--- config.mk ---
export PLATFORM = sky130hd
export DESIGN_NAME = text_terminal_cursor_engine
export DESIGN_NICKNAME = d
export VERILOG_FILES = /design/src/hdl/ttce_pkg.sv /design/src/hdl/ttce_step.sv /design/src/hdl/ttce_out.sv /design/src/hdl/text_terminal_cursor_engine.sv
export SDC_FILE = /design/constraint.sdc
export NUM_CORES = 1
export LEC_CHECK = 0
export BUFFER_PORTS_ARGS = -buffer_cell sky130_fd_sc_hd__buf_2
export CORE_ASPECT_RATIO = 1.4
export CORE_UTILIZATION = 60
export CTS_BUF_LIST = sky130_fd_sc_hd__clkbuf_2
export DETAILED_ROUTE_END_ITERATION = 7
export PLACE_DENSITY = 0.78
export SLEW_MARGIN = 20
export SYNTH_ARGS = -nofsm -noshare
export SYNTH_HDL_FRONTEND = slang
export SYNTH_SLANG_ARGS = --single-unit
--- constraint.sdc ---
create_clock -name i_clk -period 10.7 [get_ports i_clk]
set_input_delay 0.535 -clock i_clk [delete_from_list [all_inputs] [get_ports i_clk]]
set_output_delay 0.535 -clock i_clk [all_outputs]
set_load 0.01 [all_outputs]
--- src/hdl/ttce_pkg.sv ---
package ttce_pkg;

    // Terminal geometry.
    localparam int DISPLAY_COLS = 80;
    localparam int DISPLAY_ROWS = 25;
    localparam int BUFFER_ROWS  = 64;

    localparam int ROW_W  = 6;
    localparam int COL_W  = 7;
    localparam int HDR_W  = 5;
    localparam int ATTR_W = 8;
    localparam int CHAR_W = 8;
    localparam int CFG_INDEX_W = 1;
    localparam int CFG_DATA_W  = 8;

    localparam logic [ATTR_W-1:0] TEXT_ATTR_RESET    = 8'd7;
    localparam logic [HDR_W-1:0]  HEADER_LINES_RESET = 5'd1;

    // Configuration register indexes.
    localparam logic [CFG_INDEX_W-1:0] CFG_TEXT_ATTR    = 1'b0;
    localparam logic [CFG_INDEX_W-1:0] CFG_HEADER_LINES = 1'b1;

    // Control characters.
    localparam logic [CHAR_W-1:0] CH_BACKSPACE = 8'd8;
    localparam logic [CHAR_W-1:0] CH_TAB       = 8'd9;
    localparam logic [CHAR_W-1:0] CH_NEWLINE   = 8'd10;
    localparam logic [CHAR_W-1:0] CH_RETURN    = 8'd13;

    typedef enum logic [1:0] {
        OP_PUT        = 2'd0,
        OP_PAGE_UP    = 2'd1,
        OP_PAGE_DOWN  = 2'd2,
        OP_SET_CURSOR = 2'd3
    } t_op;

    typedef enum logic [1:0] {
        KIND_WRITE  = 2'd0,
        KIND_CLEAR  = 2'd1,
        KIND_STATUS = 2'd2
    } t_kind;

    typedef struct packed {
        t_op               op;
        logic [CHAR_W-1:0] char_code;
        logic              final_char;
        logic [6:0]        new_row;
        logic [7:0]        new_col;
    } t_item;

    typedef struct packed {
        logic [ROW_W-1:0] row;
        logic [COL_W-1:0] col;
        logic [ROW_W-1:0] view;
        logic [ROW_W-1:0] top;
        logic             pend;
    } t_state;

    typedef struct packed {
        t_kind             kind;
        logic [ROW_W-1:0]  cell_line;
        logic [COL_W-1:0]  cell_column;
        logic [CHAR_W-1:0] cell_char;
        logic [ATTR_W-1:0] cell_attr;
        logic [ROW_W-1:0]  cursor_row;
        logic [COL_W-1:0]  cursor_column;
        logic [ROW_W-1:0]  first_visible;
        logic [ROW_W-1:0]  top_line;
        logic              redraw;
        logic              last;
    } t_result;

    typedef struct packed {
        t_result first;
        t_result second;
        logic    has_second;
    } t_step_out;

endpackage

--- src/hdl/ttce_step.sv ---
module ttce_step (
    input  ttce_pkg::t_state                    i_state,
    input  ttce_pkg::t_item                     i_item,
    input  logic [ttce_pkg::ATTR_W-1:0]         i_text_attr,
    input  logic [ttce_pkg::HDR_W-1:0]          i_header_lines,
    output ttce_pkg::t_state                    o_state,
    output ttce_pkg::t_step_out                 o_out
);

    logic [6:0] vis;
    logic [6:0] lines;
    logic [6:0] limit;
    logic [6:0] vsum;
    logic [6:0] row_x;
    logic [6:0] col_x;
    logic [6:0] view_x;
    logic [6:0] wsum;
    logic [3:0] tab_grp;
    logic [ttce_pkg::ROW_W-1:0] top_n;
    logic [ttce_pkg::ROW_W-1:0] wline;
    logic [ttce_pkg::ROW_W-1:0] cline;
    logic [ttce_pkg::COL_W-1:0] wcol;
    logic wrote;
    logic cleared;
    logic redraw;
    ttce_pkg::t_state  nxt;
    ttce_pkg::t_result base;
    ttce_pkg::t_result r0;
    ttce_pkg::t_result r1;
    logic has_second;

    always_comb begin
        nxt     = i_state;
        wrote   = 1'b0;
        cleared = 1'b0;
        redraw  = 1'b0;
        wline   = '0;
        wcol    = '0;
        cline   = '0;
        vsum    = '0;
        tab_grp = '0;
        top_n   = i_state.top;
        row_x   = {1'b0, i_state.row};
        col_x   = i_state.col;
        view_x  = {1'b0, i_state.view};
        wsum    = {1'b0, i_state.top} + {1'b0, i_state.row};

        // A header taller than the screen still leaves one text row.
        if (i_header_lines > 5'(ttce_pkg::DISPLAY_ROWS - 1)) begin
            vis = 7'd1;
        end else begin
            vis = 7'(ttce_pkg::DISPLAY_ROWS) - {2'b00, i_header_lines};
        end
        lines = vis - 7'd1;
        limit = (7'(ttce_pkg::BUFFER_ROWS) > vis) ? 7'(ttce_pkg::BUFFER_ROWS) - vis : 7'd0;

        case (i_item.op)
            ttce_pkg::OP_PAGE_UP: begin
                if (lines > view_x) begin
                    nxt.view = '0;
                end else begin
                    nxt.view = i_state.view - lines[5:0];
                end
                redraw = 1'b1;
            end
            ttce_pkg::OP_PAGE_DOWN: begin
                vsum = view_x + lines;
                nxt.view = (vsum > limit) ? limit[5:0] : vsum[5:0];
                redraw = 1'b1;
            end
            ttce_pkg::OP_SET_CURSOR: begin
                nxt.row = (i_item.new_row > 7'(ttce_pkg::BUFFER_ROWS - 1))
                          ? 6'(ttce_pkg::BUFFER_ROWS - 1) : i_item.new_row[5:0];
                nxt.col = (i_item.new_col > 8'(ttce_pkg::DISPLAY_COLS - 1))
                          ? 7'(ttce_pkg::DISPLAY_COLS - 1) : i_item.new_col[6:0];
            end
            default: begin
                case (i_item.char_code)
                    ttce_pkg::CH_NEWLINE: begin
                        col_x = '0;
                        row_x = row_x + 7'd1;
                    end
                    ttce_pkg::CH_RETURN: begin
                        col_x = '0;
                    end
                    ttce_pkg::CH_TAB: begin
                        tab_grp = col_x[6:3] + 4'd1;
                        col_x = {tab_grp, 3'b000};
                        if (col_x >= 7'(ttce_pkg::DISPLAY_COLS)) begin
                            col_x = '0;
                            row_x = row_x + 7'd1;
                        end
                    end
                    ttce_pkg::CH_BACKSPACE: begin
                        if (col_x != 7'd0) begin
                            col_x = col_x - 7'd1;
                        end
                    end
                    default: begin
                        wrote = 1'b1;
                        wline = (wsum >= 7'(ttce_pkg::BUFFER_ROWS))
                                ? 6'(wsum - 7'(ttce_pkg::BUFFER_ROWS)) : wsum[5:0];
                        wcol  = col_x;
                        col_x = col_x + 7'd1;
                        if (col_x >= 7'(ttce_pkg::DISPLAY_COLS)) begin
                            col_x = '0;
                            row_x = row_x + 7'd1;
                        end
                    end
                endcase

                // Running off the end of the ring recycles the oldest line.
                if (row_x >= 7'(ttce_pkg::BUFFER_ROWS)) begin
                    cleared  = 1'b1;
                    cline    = i_state.top;
                    top_n    = (i_state.top == 6'(ttce_pkg::BUFFER_ROWS - 1))
                               ? 6'd0 : i_state.top + 6'd1;
                    row_x    = 7'(ttce_pkg::BUFFER_ROWS - 1);
                    nxt.pend = 1'b1;
                end
                nxt.row = row_x[5:0];
                nxt.col = col_x;
                nxt.top = top_n;

                // At the end of a write the viewport follows the cursor.
                if (i_item.final_char) begin
                    redraw = nxt.pend;
                    if (row_x >= view_x + vis) begin
                        nxt.view = 6'(row_x - vis + 7'd1);
                        redraw   = 1'b1;
                    end else if (row_x < view_x) begin
                        nxt.view = row_x[5:0];
                        redraw   = 1'b1;
                    end
                    nxt.pend = 1'b0;
                end
            end
        endcase

        base               = '0;
        base.kind          = ttce_pkg::KIND_STATUS;
        base.cursor_row    = nxt.row;
        base.cursor_column = nxt.col;
        base.first_visible = nxt.view;
        base.top_line      = nxt.top;
        base.redraw        = redraw;
        base.last          = 1'b1;

        r1           = base;
        r1.kind      = ttce_pkg::KIND_CLEAR;
        r1.cell_line = cline;

        r0         = base;
        has_second = 1'b0;
        if (wrote) begin
            r0.kind        = ttce_pkg::KIND_WRITE;
            r0.cell_line   = wline;
            r0.cell_column = wcol;
            r0.cell_char   = i_item.char_code;
            r0.cell_attr   = i_text_attr;
            r0.last        = ~cleared;
            has_second     = cleared;
        end else if (cleared) begin
            r0 = r1;
        end
    end

    assign o_state          = nxt;
    assign o_out.first      = r0;
    assign o_out.second     = r1;
    assign o_out.has_second = has_second;

endmodule

--- src/hdl/ttce_out.sv ---
module ttce_out (
    input  logic                 i_clk,
    input  logic                 i_rst_n,
    input  logic                 i_push,
    input  ttce_pkg::t_step_out  i_data,
    input  logic                 i_stall,
    output logic                 o_valid,
    output ttce_pkg::t_result    o_result,
    output logic                 o_can_push
);

    logic              r_out_valid;
    logic              r_ext_valid;
    ttce_pkg::t_result r_out;
    ttce_pkg::t_result r_ext;
    logic              take;

    assign take       = r_out_valid & ~i_stall;
    assign o_can_push = ~r_ext_valid & (~r_out_valid | ~i_stall);

    always_ff @(posedge i_clk) begin
        if (!i_rst_n) begin
            r_out_valid <= 1'b0;
            r_ext_valid <= 1'b0;
        end else if (i_push) begin
            r_out_valid <= 1'b1;
            r_ext_valid <= i_data.has_second;
        end else if (take) begin
            r_out_valid <= r_ext_valid;
            r_ext_valid <= 1'b0;
        end
    end

    always_ff @(posedge i_clk) begin
        if (i_push) begin
            r_out <= i_data.first;
            r_ext <= i_data.second;
        end else if (take && r_ext_valid) begin
            r_out <= r_ext;
        end
    end

    assign o_valid  = r_out_valid;
    assign o_result = r_out;

endmodule

--- src/hdl/text_terminal_cursor_engine.sv ---
// Cursor, viewport and scrollback ring control for a character-cell terminal.
// Input channel (i_in_valid / o_in_stall): one transaction per command, either
// put character, page up, page down or set cursor. Output channel
// (o_out_valid / i_out_stall): one or two result transactions per command,
// the last one flagged by o_last. A printable character that scrolls the
// ring gives a cell write followed by a line clear; everything else gives
// exactly one result.
// A command accepted into the input register is processed into the result
// register, which presents its first result. Throughput is one command per
// cycle while the output does not stall; a scrolling character occupies the
// output for both of its results, so the input sees stall behind it. The rate
// is set by the single step of cursor logic between the two registers.
// When the receiver stalls, the result register holds its transaction and the
// input register keeps one more command; further commands then see stall.
// The configuration port (i_cfg_valid / o_cfg_ready) is always ready and is
// meant to be written only while the block is idle.
// Reset clears the cursor, viewport, ring top and pending redraw, empties both
// channels, and loads the attribute with 7 and the header height with 1.
module text_terminal_cursor_engine (
    input  logic        i_clk,
    input  logic        i_rst_n,

    input  logic        i_in_valid,
    output logic        o_in_stall,
    input  logic [1:0]  i_op,
    input  logic [7:0]  i_char_code,
    input  logic        i_final_char,
    input  logic [6:0]  i_new_row,
    input  logic [7:0]  i_new_col,

    output logic        o_out_valid,
    input  logic        i_out_stall,
    output logic [1:0]  o_kind,
    output logic [5:0]  o_cell_line,
    output logic [6:0]  o_cell_column,
    output logic [7:0]  o_cell_char,
    output logic [7:0]  o_cell_attr,
    output logic [5:0]  o_cursor_row,
    output logic [6:0]  o_cursor_column,
    output logic [5:0]  o_first_visible,
    output logic [5:0]  o_top_line,
    output logic        o_redraw,
    output logic        o_last,

    input  logic        i_cfg_valid,
    output logic        o_cfg_ready,
    input  logic [ttce_pkg::CFG_INDEX_W-1:0] i_cfg_index,
    input  logic [ttce_pkg::CFG_DATA_W-1:0]  i_cfg_data
);

    // Input register: holds one command until the step logic can take it.
    logic             r_in_valid;
    ttce_pkg::t_item  r_in;

    // Configuration and terminal state.
    logic [ttce_pkg::ATTR_W-1:0] r_text_attr;
    logic [ttce_pkg::HDR_W-1:0]  r_header_lines;
    ttce_pkg::t_state            r_state;

    ttce_pkg::t_state    n_state;
    ttce_pkg::t_step_out step_out;
    ttce_pkg::t_result   out_result;
    logic                can_push;
    logic                proc;
    logic                in_accept;

    // The command in the input register moves on whenever the output
    // buffer has room for two results, as a scrolling character needs.
    assign proc       = r_in_valid & can_push;
    assign o_in_stall = r_in_valid & ~proc;
    assign in_accept  = i_in_valid & ~o_in_stall;
    assign o_cfg_ready = 1'b1;

    always_ff @(posedge i_clk) begin
        if (!i_rst_n) begin
            r_in_valid <= 1'b0;
        end else if (in_accept) begin
            r_in_valid <= 1'b1;
        end else if (proc) begin
            r_in_valid <= 1'b0;
        end
    end

    always_ff @(posedge i_clk) begin
        if (in_accept) begin
            r_in.op         <= ttce_pkg::t_op'(i_op);
            r_in.char_code  <= i_char_code;
            r_in.final_char <= i_final_char;
            r_in.new_row    <= i_new_row;
            r_in.new_col    <= i_new_col;
        end
    end

    // Register writes; an index outside the list is simply dropped.
    always_ff @(posedge i_clk) begin
        if (!i_rst_n) begin
            r_text_attr    <= ttce_pkg::TEXT_ATTR_RESET;
            r_header_lines <= ttce_pkg::HEADER_LINES_RESET;
        end else if (i_cfg_valid && o_cfg_ready) begin
            case (i_cfg_index)
                ttce_pkg::CFG_TEXT_ATTR:    r_text_attr    <= i_cfg_data;
                ttce_pkg::CFG_HEADER_LINES: r_header_lines <= i_cfg_data[ttce_pkg::HDR_W-1:0];
                default: ;
            endcase
        end
    end

    always_ff @(posedge i_clk) begin
        if (!i_rst_n) begin
            r_state <= '0;
        end else if (proc) begin
            r_state <= n_state;
        end
    end

    ttce_step u_step (
        .i_state        (r_state),
        .i_item         (r_in),
        .i_text_attr    (r_text_attr),
        .i_header_lines (r_header_lines),
        .o_state        (n_state),
        .o_out          (step_out)
    );

    ttce_out u_out (
        .i_clk      (i_clk),
        .i_rst_n    (i_rst_n),
        .i_push     (proc),
        .i_data     (step_out),
        .i_stall    (i_out_stall),
        .o_valid    (o_out_valid),
        .o_result   (out_result),
        .o_can_push (can_push)
    );

    assign o_kind          = out_result.kind;
    assign o_cell_line     = out_result.cell_line;
    assign o_cell_column   = out_result.cell_column;
    assign o_cell_char     = out_result.cell_char;
    assign o_cell_attr     = out_result.cell_attr;
    assign o_cursor_row    = out_result.cursor_row;
    assign o_cursor_column = out_result.cursor_column;
    assign o_first_visible = out_result.first_visible;
    assign o_top_line      = out_result.top_line;
    assign o_redraw        = out_result.redraw;
    assign o_last          = out_result.last;

`ifndef ASSERT_OFF
    // A processed command always has a result waiting in the next cycle.
    a_proc_gives_result: assert property (@(posedge i_clk) disable iff (!i_rst_n)
        proc |=> o_out_valid)
        else $error("processed command produced no result");

    // The cursor column never leaves the screen width.
    a_col_in_range: assert property (@(posedge i_clk) disable iff (!i_rst_n)
        r_state.col < 7'(ttce_pkg::DISPLAY_COLS))
        else $error("cursor column out of range");

    // The only second result of a command is the line clear after a write.
    a_second_is_clear: assert property (@(posedge i_clk) disable iff (!i_rst_n)
        o_out_valid && !i_out_stall && !o_last
        |=> o_out_valid && o_kind == ttce_pkg::KIND_CLEAR && o_last)
        else $error("non-final result not followed by a line clear");
`endif

endmodule
==> results.json, run 1 <==
{
  "clk_latency_ps": 730,
  "postRouteAntennaNets": 0,
  "cts_buffers": 17,
  "coreArea_um2": 15100,
  "cts_sinks": 158,
  "outcome": "completed",
  "synth_flop_cell": "edfxtp_1",
  "yosys_warnings": 0,
  "hold_viol": 0,
  "final_nets": 1157,
  "ys_seq_elements": 158,
  "chipHeight_um": 150,
  "drcViolationCount": 0,
  "finalMaxSlewViolations": 0,
  "syn_inst": 937,
  "synth_cell_types": 80,
  "fin_tns_setup_ps": 0,
  "synth.area.top_cells": "edfxtp_1 37%, dfxtp_1 9.0%, ha_1 8.4%",
  "dp_hpwl_mm": 16.6,
  "finalWirelength_mm": 23.1,
  "io_buffer_count": 99,
  "min_to": "u_out.o_valid",
  "relSlewSlack_pct": 40.1,
  "vias": 7505,
  "setup_viol": 0,
  "setup.worst_path.end_class": "flop",
  "path_class": "reg -> reg",
  "start_kind": "flop",
  "power.total_mw": 1.44,
  "grt_pass1_vias": 7442,
  "min_period_ps": 5130,
  "crit_path_max_fanout": 13,
  "min_path_type": "in -> reg",
  "area_delta_synth_final_pct": 13.0,
  "drtIter0Drc": 389,
  "yosysTopAreaCellShare_pct": 37.3,
  "worst_ep_arrival_time_ps": 5650,
  "final_common_cell": "edfxtp_1",
  "worst_path_largest_cell_delay_ps": 700,
  "reg2reg_from": "r_state[16]",
  "vias_per_cell": 5.98,
  "rrSetupSlack_ps": 5570,
  "fillers": 1177,
  "grt_overflow_total": 0,
  "syn_area_per_cell_um2": 9.96,
  "fin_skew_ps": 19.8,
  "max_freq_ghz": 0.195,
  "ys_seq_area_share_pct": 46.3,
  "wire_per_inst_um": 18.4,
  "worst_pin_slew_ps": 896,
  "slowest_stage": "dfxtp_1",
  "die_x_um": 107,
  "postLayoutSetupSlackWorst_ps": 5570,
  "dpl_cell_area_um2": 9910,
  "start_util_pct": 61.7,
  "clockBufferDepth": 2,
  "peakVddDrop_v": 0.0000931,
  "ys_async_sr_fraction_pct": 0,
  "final_cell_mix": "116 x edfxtp_1, 99 x buf_2, 90 x nand2_1",
  "postLayoutCellArea_um2": 10500,
  "synthesis.area_um2": 9330,
  "crit_chain": "inv_1 > ha_1 > nor2_1 > a32oi_1 > and3_1 > a21oi_2 > nor3_1 > a21oi_1 > inv_1 > ha_1 > inv_1 > ha_1 > fa_1 > a21o_1 > a21oi_1 > xnor2_1 > xnor2_1 > a21oi_1 > a21oi_1 > a31o_2",
  "grt_pass1_wl_mm": 37.2,
  "rows": 53,
  "dp_slack_ps": 5660,
  "routabilityCongestion": 0.945,
  "synth_edf_count": 116,
  "power_density_nw_per_um2": 137,
  "antenna_found_initial": 1,
  "required_ps": 11230,
  "hp-start": "i_out_stall",
  "cap_violations": 0,
  "grt.total_usage_pct": 30.3,
  "r2r-end": "u_out.o_result[13]",
  "drive_above_1_share_pct": 16.0,
  "syn-num-nets": 1045,
  "clk_pin_slew_ps": 230,
  "root_buffer": "clkbuf_2",
  "hold-path-cell-count": 3,
  "dieArea_um2": 16100,
  "grt_max_degree": 58,
  "tritoncts": "built",
  "p_leak_nw": 4.38,
  "grt_setup_unrepaired": "false",
  "first_pass_iters": 5,
  "yosys.area.top_type": "edfxtp_1",
  "htree_levels": 4,
  "worst_path_most_repeated_cell": "a21oi_1",
  "worstRegToRegCells": 20,
  "fin_crit_sh_pct": 47.9,
  "io_pins": 101
}
[area by class of cell]
type                       instances  area, µm²  share of cell area (%)
antenna                            1       2.50                  0.0237
clock inverter                    15        200                    1.90
tap                              192        240                    2.28
inverter                          55        206                    1.96
clock buffer                      17       85.1                   0.807
multi-input combinational        677       4600                    43.6
sequential                       158       4320                    41.0
timing repair buffer             140        891                    8.45
[synth_stat cells (4+ instances only)]
cell and n:
edfxtp_1 116, nand2_1 90, nor2_1 86, ha_1 63, a21oi_1 61, inv_1 55, o21ai_0 49, dfxtp_1 42
clkbuf_1 33, nand3_1 32, and2_1 30, xnor2_1 28, o21a_1 18, nor2b_1 16, mux2i_1 15, and3_1 14
a21boi_0 11, o211ai_1 9, a21o_1 8, a221oi_1 8, nor3_1 8, xor2_1 8, nand4_1 7, o211a_1 7
a31oi_1 5, fa_1 5, mux2_2 5, nand2b_1 5, nor4_1 5, o21bai_1 5, a22oi_1 4, buf_2 4
buf_6 4, o221ai_1 4, or3_1 4
[layer usage]
metal / up-vias / track usage (%) / wire [µm]
met2: 239 / 55.1 / 12300
met5: - / 0 / 0
met4: 0 / 17.9 / 1140
met1: 3595 / 33.2 / 8780
li1: 3594 / - / -
met3: 77 / 4.49 / 904
[repair_timing]
action                    4_1_cts  5_1_grt
hold buffers                   35        0
gates resized for setup         0        0
hold endpoints to repair       35        0
setup buffers                   0        0
[critical path: cells and delay by family, from the launching register on]
| kind | cells | cell delay, ps |
|---|---|---|
| simple gates | 3 | 520 |
| xor+xnor | 2 | 260 |
| flops | 1 | 700 |
| compound gates | 8 | 1870 |
| buf+inv | 3 | 300 |
| fa+ha+maj | 4 | 1260 |
[flip-flops by register name (all words and copies together) (netlist names)]
signal,count
r_in_valid,1
u_out.r_ext_valid,1
u_out.o_result,58
r_header_lines,5
r_state,26
u_out.r_ext,32
u_out.o_valid,1
r_text_attr,8
r_in,26
[power breakdown]
part           leakage, nW  switching [mW]  internal (mW)
sequential            1.46          0.0300          0.697
combinational         2.76           0.202          0.141
clock                0.164           0.233          0.140
[how the worst max path moves through the flow]
stage / cells past startpoint / slack [ps] / from / to
after floorplan: 19 / 6400 / r_header_lines[1] / u_out.o_result[10]
after detailed placement: 20 / 5660 / r_state[16] / u_out.o_result[13]
final: 20 / 5570 / r_state[16] / u_out.o_result[13]
after global routing: 19 / 5210 / r_state[16] / u_out.o_result[13]
after CTS: 20 / 5620 / r_state[16] / u_out.o_result[13]
after global placement: 20 / 5760 / r_state[16] / u_out.o_result[13]
[per-stage QoR]
stage          instances  util, %  hold slack [ps]
4_1_cts             1254     69.7             58.5
3_5_place_dp        1187     65.5              456
2_1_floorplan        937        -              432
3_3_place_gp        1187     65.5              443
6_report            1255     69.7             97.7
5_1_grt             1255     69.7             61.6
[logic make-up after synthesis]
| group | synth area share (%) |
|---|---|
| AOI/OAI and AO/OA | 16.8 |
| xor gates and xnor gates | 3.55 |
| adders and majority gates | 9.84 |
| buffers and inverters | 4.60 |
| DFF | 46.3 |
| muxes | 2.21 |
| other | 0.0805 |
| and+or+nand+nor | 16.6 |
Power figures use the tool's default switching activity.
==> inputs of run 2 (changes only) <==
--- a/config.mk
+++ b/config.mk
@@ -7,10 +7,10 @@
 export LEC_CHECK = 0
 export BUFFER_PORTS_ARGS = -buffer_cell sky130_fd_sc_hd__buf_2
 export CORE_ASPECT_RATIO = 1.4
-export CORE_UTILIZATION = 60
+export CORE_UTILIZATION = 55
 export CTS_BUF_LIST = sky130_fd_sc_hd__clkbuf_2
 export DETAILED_ROUTE_END_ITERATION = 7
-export PLACE_DENSITY = 0.78
+export PLACE_DENSITY = 0.75
 export SLEW_MARGIN = 20
 export SYNTH_ARGS = -nofsm -noshare
 export SYNTH_HDL_FRONTEND = slang
==> constraint.sdc (replaced) <==
create_clock -name i_clk -period 4.2 [get_ports i_clk]
set_input_delay 0.21 -clock i_clk [delete_from_list [all_inputs] [get_ports i_clk]]
set_output_delay 0.21 -clock i_clk [all_outputs]
set_load 0.01 [all_outputs]
==> run 2 against run 1 <==
Critical endpoint is now u_out.o_result[1]. Sequential power increased to 2.5 times the previous value. The run now ends with DRC left. Non-clock buffer count is 81 higher. Combinational power rose to 3.1 times the previous value. Largest cell class unchanged.
==> results.json, run 2 (synthesis results as in run 1) <==
{
  "outcome": "finished with violations",
  "failed_checks": "DRC",
  "worst_ep_arrival_time_ps": 4560,
  "worstRegToRegCells": 20,
  "reg2reg_from": "r_header_lines[1]",
  "routabilityCongestion": 0.950,
  "relSlewSlack_pct": 35.9,
  "clk_latency_ps": 780,
  "io_pins": 101,
  "required_ps": 4770,
  "crit_path_max_fanout": 7,
  "final_cell_mix": "116 x edfxtp_1, 99 x buf_2, 89 x nand2_1",
  "htree_levels": 4,
  "grt_max_degree": 54,
  "clockBufferDepth": 2,
  "worst_pin_slew_ps": 960,
  "first_pass_iters": 8,
  "r2r-end": "u_out.o_result[1]",
  "holdWs_ps": 119,
  "hold_viol": 0,
  "start_kind": "flop",
  "antenna_found_initial": 1,
  "coreArea_um2": 16700,
  "io_buffer_count": 99,
  "final_nets": 1238,
  "wire_per_inst_um": 17.9,
  "postLayoutSetupSlackWorst_ps": 210,
  "clk_pin_slew_ps": 260,
  "postRouteAntennaNets": 0,
  "postLayoutCellArea_um2": 11500,
  "p_leak_nw": 4.79,
  "worstSetupStartpoint": "r_header_lines[1]",
  "drcViolationCount": 5,
  "start_util_pct": 55.9,
  "area_delta_synth_final_pct": 23.3,
  "critical_path.endpoint": "u_out.o_result[1]",
  "finalMaxSlewViolations": 0,
  "tritoncts": "built",
  "min_path_type": "in -> reg",
  "root_buffer": "clkbuf_2",
  "grt_pass1_vias": 7726,
  "dp.cells": 1247,
  "power_density_nw_per_um2": 324,
  "die_x_um": 112,
  "vias_per_cell": 5.79,
  "dieArea_um2": 17500,
  "drtIter0Drc": 708,
  "cap_violations": 0,
  "setup_viol": 0,
  "fin_crit_sh_pct": 95.0,
  "grt.total_usage_pct": 28.3,
  "largest_register_ffs": 58,
  "max_freq_ghz": 0.251,
  "drive_above_1_share_pct": 24.2,
  "grt_overflow_total": 0,
  "chipHeight_um": 156,
  "rrSetupSlack_ps": 210,
  "vias": 7800,
  "finalWirelength_mm": 24.2,
  "rows": 56,
  "final_cells": 1347,
  "dp_slack_ps": -40.0,
  "fin_tns_setup_ps": 0,
  "final_common_cell": "edfxtp_1",
  "fin_skew_ps": 33.9,
  "path_class": "reg -> reg",
  "dpl_cell_area_um2": 10300,
  "grt_pass1_wl_mm": 38.0,
  "peakVddDrop_v": 0.000211,
  "dp_hpwl_mm": 17.0,
  "cts_sinks": 158,
  "cts_buffers": 17,
  "power.total_mw": 3.73,
  "setup.worst_path.end_class": "flop",
  "fin_util_pct": 69.0,
  "min_period_ps": 3990
}
-- run 2: cell types whose count changed in the layout (fill, tap and decap cells not counted), sizes merged --
| cell | previous run | this run |
|---|---|---|
| buf | 105 | 163 |
| bufinv | 3 | 1 |
| clkinv | 2 | 3 |
| clkinvlp | 2 | 0 |
| dlygate4sd3 | 35 | 58 |
| inv | 63 | 66 |
-- run 2: routing by layer --
layer  vias up  routed length (µm)  GRT usage [%]  part of all wire, %
li1       3762                   -              -                    -
met1      3721                9310           30.1                   39
met2       243               12900           52.9                   53
met3        74                 889           4.74                  3.7
met4         0                1090           15.5                  4.5
met5         -                   0              0                    0
-- run 2: timing repair --
action                                  4_1_cts  5_1_grt
resized for setup                            10       59
hold buffers                                 58        0
setup buffers                                 0        9
hold endpoints to repair                     69        0
endpoints found under the setup margin        7       19
pin swaps                                     0       15
-- run 2: final cells by class --
class                   instances  area, µm²
fillers                      1270       5180
multi-input cells             677       4900
flip-flops and latches        158       4340
repair buffers                221       1570
well taps                     203        254
inverters                      55        206
clock inverters                15        145
clock buffers                  17       85.1
diodes                          1       2.50
-- run 2: critical path, cell delays in order, from the launching register on --
cell and delay [ps]:
dfxtp_2 390, inv_1 70, ha_4 160, nor2b_1 180, a21oi_2 80, buf_4 160
buf_4 140, inv_1 110, ha_1 250, inv_1 100, nor2_1 60, nor2_1 160
o21bai_1 80, a21oi_1 180, xnor2_1 90, ha_1 290, a21oi_2 180, a21oi_4 90
or4b_1 470, a31o_1 260, mux2_2 270
-- run 2: worst min-delay path by stage --
| stage | end | from | cells past startpoint | slack, ps |
|---|---|---|---|---|
| finish | r_in[23] | i_char_code[7] | 2 | 120 |
| global placement | r_in[9] | i_new_row[1] | 1 | 390 |
| detailed placement | r_in[4] | i_new_col[4] | 1 | 390 |
| global route | r_in[23] | i_char_code[7] | 2 | 70 |
| floorplan | r_in[0] | i_new_col[0] | 0 | 310 |
| CTS | r_in[23] | i_char_code[7] | 2 | 60 |
-- run 2: report_power, final --
| group | internal [mW] | total, mW | switching, mW |
|---|---|---|---|
| Clock | 0.237 | 0.832 | 0.595 |
| Sequential | 1.78 | 1.84 | 0.0598 |
| Combinational | 0.483 | 1.06 | 0.576 |
==> inputs of run 3 (changes only) <==
--- a/config.mk
+++ b/config.mk
@@ -6,11 +6,14 @@
 export NUM_CORES = 1
 export LEC_CHECK = 0
 export BUFFER_PORTS_ARGS = -buffer_cell sky130_fd_sc_hd__buf_2
+export CELL_PAD_IN_SITES_DETAIL_PLACEMENT = 2
+export CELL_PAD_IN_SITES_GLOBAL_PLACEMENT = 2
 export CORE_ASPECT_RATIO = 1.4
-export CORE_UTILIZATION = 55
+export CORE_UTILIZATION = 35
 export CTS_BUF_LIST = sky130_fd_sc_hd__clkbuf_2
 export DETAILED_ROUTE_END_ITERATION = 7
 export PLACE_DENSITY = 0.75
+export SETUP_SLACK_MARGIN = 0.4
 export SLEW_MARGIN = 20
 export SYNTH_ARGS = -nofsm -noshare
 export SYNTH_HDL_FRONTEND = slang
==> run 3 against run 2 <==
The flow finishes with violations (setup timing). Cell area up 12%. First-iteration DRC count down 33%. Clock power increased by 10%. Power grew 18%. Worst setup slack worse by 440 ps. Die area grew 56%. Core utilization down 20 points. Sequential power about the same. Count of clock-buffer cells in the layout increased by 1. Maximum frequency fell by 10%. Critical endpoint is now u_out.o_result[12]. Largest power group unchanged.
==> results.json, run 3 (synthesis results as in run 1) <==
{
  "grt.total_usage_pct": 27.9,
  "start_util_pct": 35.6,
  "cts_sinks": 158,
  "area_delta_synth_final_pct": 38.2,
  "min_to": "r_in[5]",
  "rrSetupSlack_ps": -230,
  "grt_overflow_total": 0,
  "start_kind": "flop",
  "dp.cells": 1385,
  "vias": 9016,
  "clk_latency_ps": 860,
  "outcome": "finished with violations",
  "drtIter0Drc": 475,
  "tritoncts": "built",
  "hp-start": "i_new_col[5]",
  "grt_setup_unrepaired": "true",
  "worst_ep_arrival_time_ps": 5100,
  "power.total_mw": 4.40,
  "p_leak_nw": 5.26,
  "fin_crit_sh_pct": 106,
  "reg2reg_from": "r_state[16]",
  "coreArea_um2": 26200,
  "worstRegToRegCells": 18,
  "finalWirelength_mm": 43.6,
  "dp_hpwl_mm": 24.0,
  "dieArea_um2": 27300,
  "hold_viol": 0,
  "grt_pass1_wl_mm": 56.9,
  "slowest_stage": "dfxtp_4",
  "final_nets": 1313,
  "die_x_um": 140,
  "fin_tns_setup_ps": -1390,
  "htree_levels": 4,
  "peakVddDrop_v": 0.000178,
  "cts_buffers": 17,
  "power_density_nw_per_um2": 341,
  "path_class": "reg -> reg",
  "grt_max_degree": 65,
  "setup_viol": 14,
  "drcViolationCount": 0,
  "clockBufferDepth": 2,
  "min_period_ps": 4430,
  "fin_util_pct": 49.2,
  "io_pins": 101,
  "worst_path_largest_cell_delay_ps": 470,
  "final_cell_mix": "116 x buf_4, 116 x edfxtp_1, 99 x buf_2",
  "chipHeight_um": 195,
  "final_cells": 1543,
  "max_freq_ghz": 0.226,
  "postRouteAntennaNets": 0,
  "crit_path_max_fanout": 7,
  "r2r-end": "u_out.o_result[12]",
  "antenna_found_initial": 1,
  "postLayoutSetupSlackWorst_ps": -232,
  "rows": 70,
  "hold-path-cell-count": 2,
  "vias_per_cell": 5.84,
  "min_path_type": "in -> reg",
  "worst_pin_slew_ps": 1090,
  "relSlewSlack_pct": 27.1,
  "dp_slack_ps": -162,
  "clk_pin_slew_ps": 290,
  "failed_checks": "setup timing",
  "largest_register_ffs": 58,
  "first_pass_iters": 5,
  "crit_chain": "ha_4 > xnor2_4 > buf_4 > a32oi_4 > and3_4 > buf_6 > o2bb2ai_4 > mux2i_2 > inv_2 > ha_4 > o2111ai_4 > and2_4 > nor3_4 > buf_6 > mux2_2 > nand3b_1 > a41oi_2 > mux2_4",
  "io_buffer_count": 99,
  "fin_skew_ps": 50.7,
  "setup.worst_path.end_class": "flop",
  "drive_above_1_share_pct": 34.6,
  "grt_pass1_vias": 9643,
  "cap_violations": 0,
  "routabilityCongestion": 0.911,
  "wire_per_inst_um": 28.2,
  "finalMaxSlewViolations": 0,
  "required_ps": 4870,
  "root_buffer": "clkbuf_2"
}
run 3: stage by stage:
stage | cell area [µm²] | hold WS [ps]
after floorplan | 9490 | 309
after global placement | 10700 | 387
after detailed placement | 10700 | 388
after CTS | 12300 | 3.79
after global routing | 12900 | 18.2
final | 12900 | 58.8
run 3: cell type report:
cell class                      count  area, µm²
Clock inverter                     14        134
Timing Repair Buffer              296       2220
Multi-Input combinational cell    677       5480
Tap cell                          324        405
Inverter                           55        211
Sequential cell                   158       4350
Antenna cell                        1       2.50
Clock buffer                       18       90.1
Fill cell                        2673      13300
run 3: what timing repair did:
action / in CTS / in global routing
hold endpoints to repair: 93 / 1
hold buffers: 63 / 1
setup buffers: 35 / 26
pin swaps: 43 / 39
gates resized for setup: 99 / 71
gates cloned: 0 / 0
setup endpoints to repair: 20 / 20
run 3: how the worst max path moves through the flow:
stage	startpoint	to	cells past startpoint	slack, ps
after floorplan	r_header_lines[1]	u_out.o_result[12]	19	360
after global placement	r_header_lines[1]	u_out.o_result[9]	20	9
after detailed placement	r_state[17]	u_out.o_result[1]	16	-160
after CTS	r_state[16]	u_out.o_result[1]	17	190
after global routing	r_state[16]	u_out.o_result[12]	18	-330
final	r_state[16]	u_out.o_result[12]	18	-230
run 3: critical path, delay by kind of cell, from the launching register on:
kind            cells  cell delay [ps]
xor+xnor            1              160
mux                 3              990
fa+ha+maj           2              520
compound gates      4              720
buf+inv             4              510
flops               1              470
simple gates        4              860
run 3: layer usage:
metal	routed length, µm	global-route usage, %	up-vias	share of wire, %
met1	15900	28.4	4659	37
met2	23500	52.6	303	54
met3	1250	4.02	160	2.9
met5	0	0	-	0
met4	2950	18.5	0	6.8
li1	-	-	3894	-
run 3: report_power, final:
group	internal (mW)	total [mW]	leakage (nW)	switching (mW)
combinational	0.727	1.62	3.65	0.894
sequential	1.78	1.86	1.46	0.0830
clock	0.234	0.915	0.142	0.682
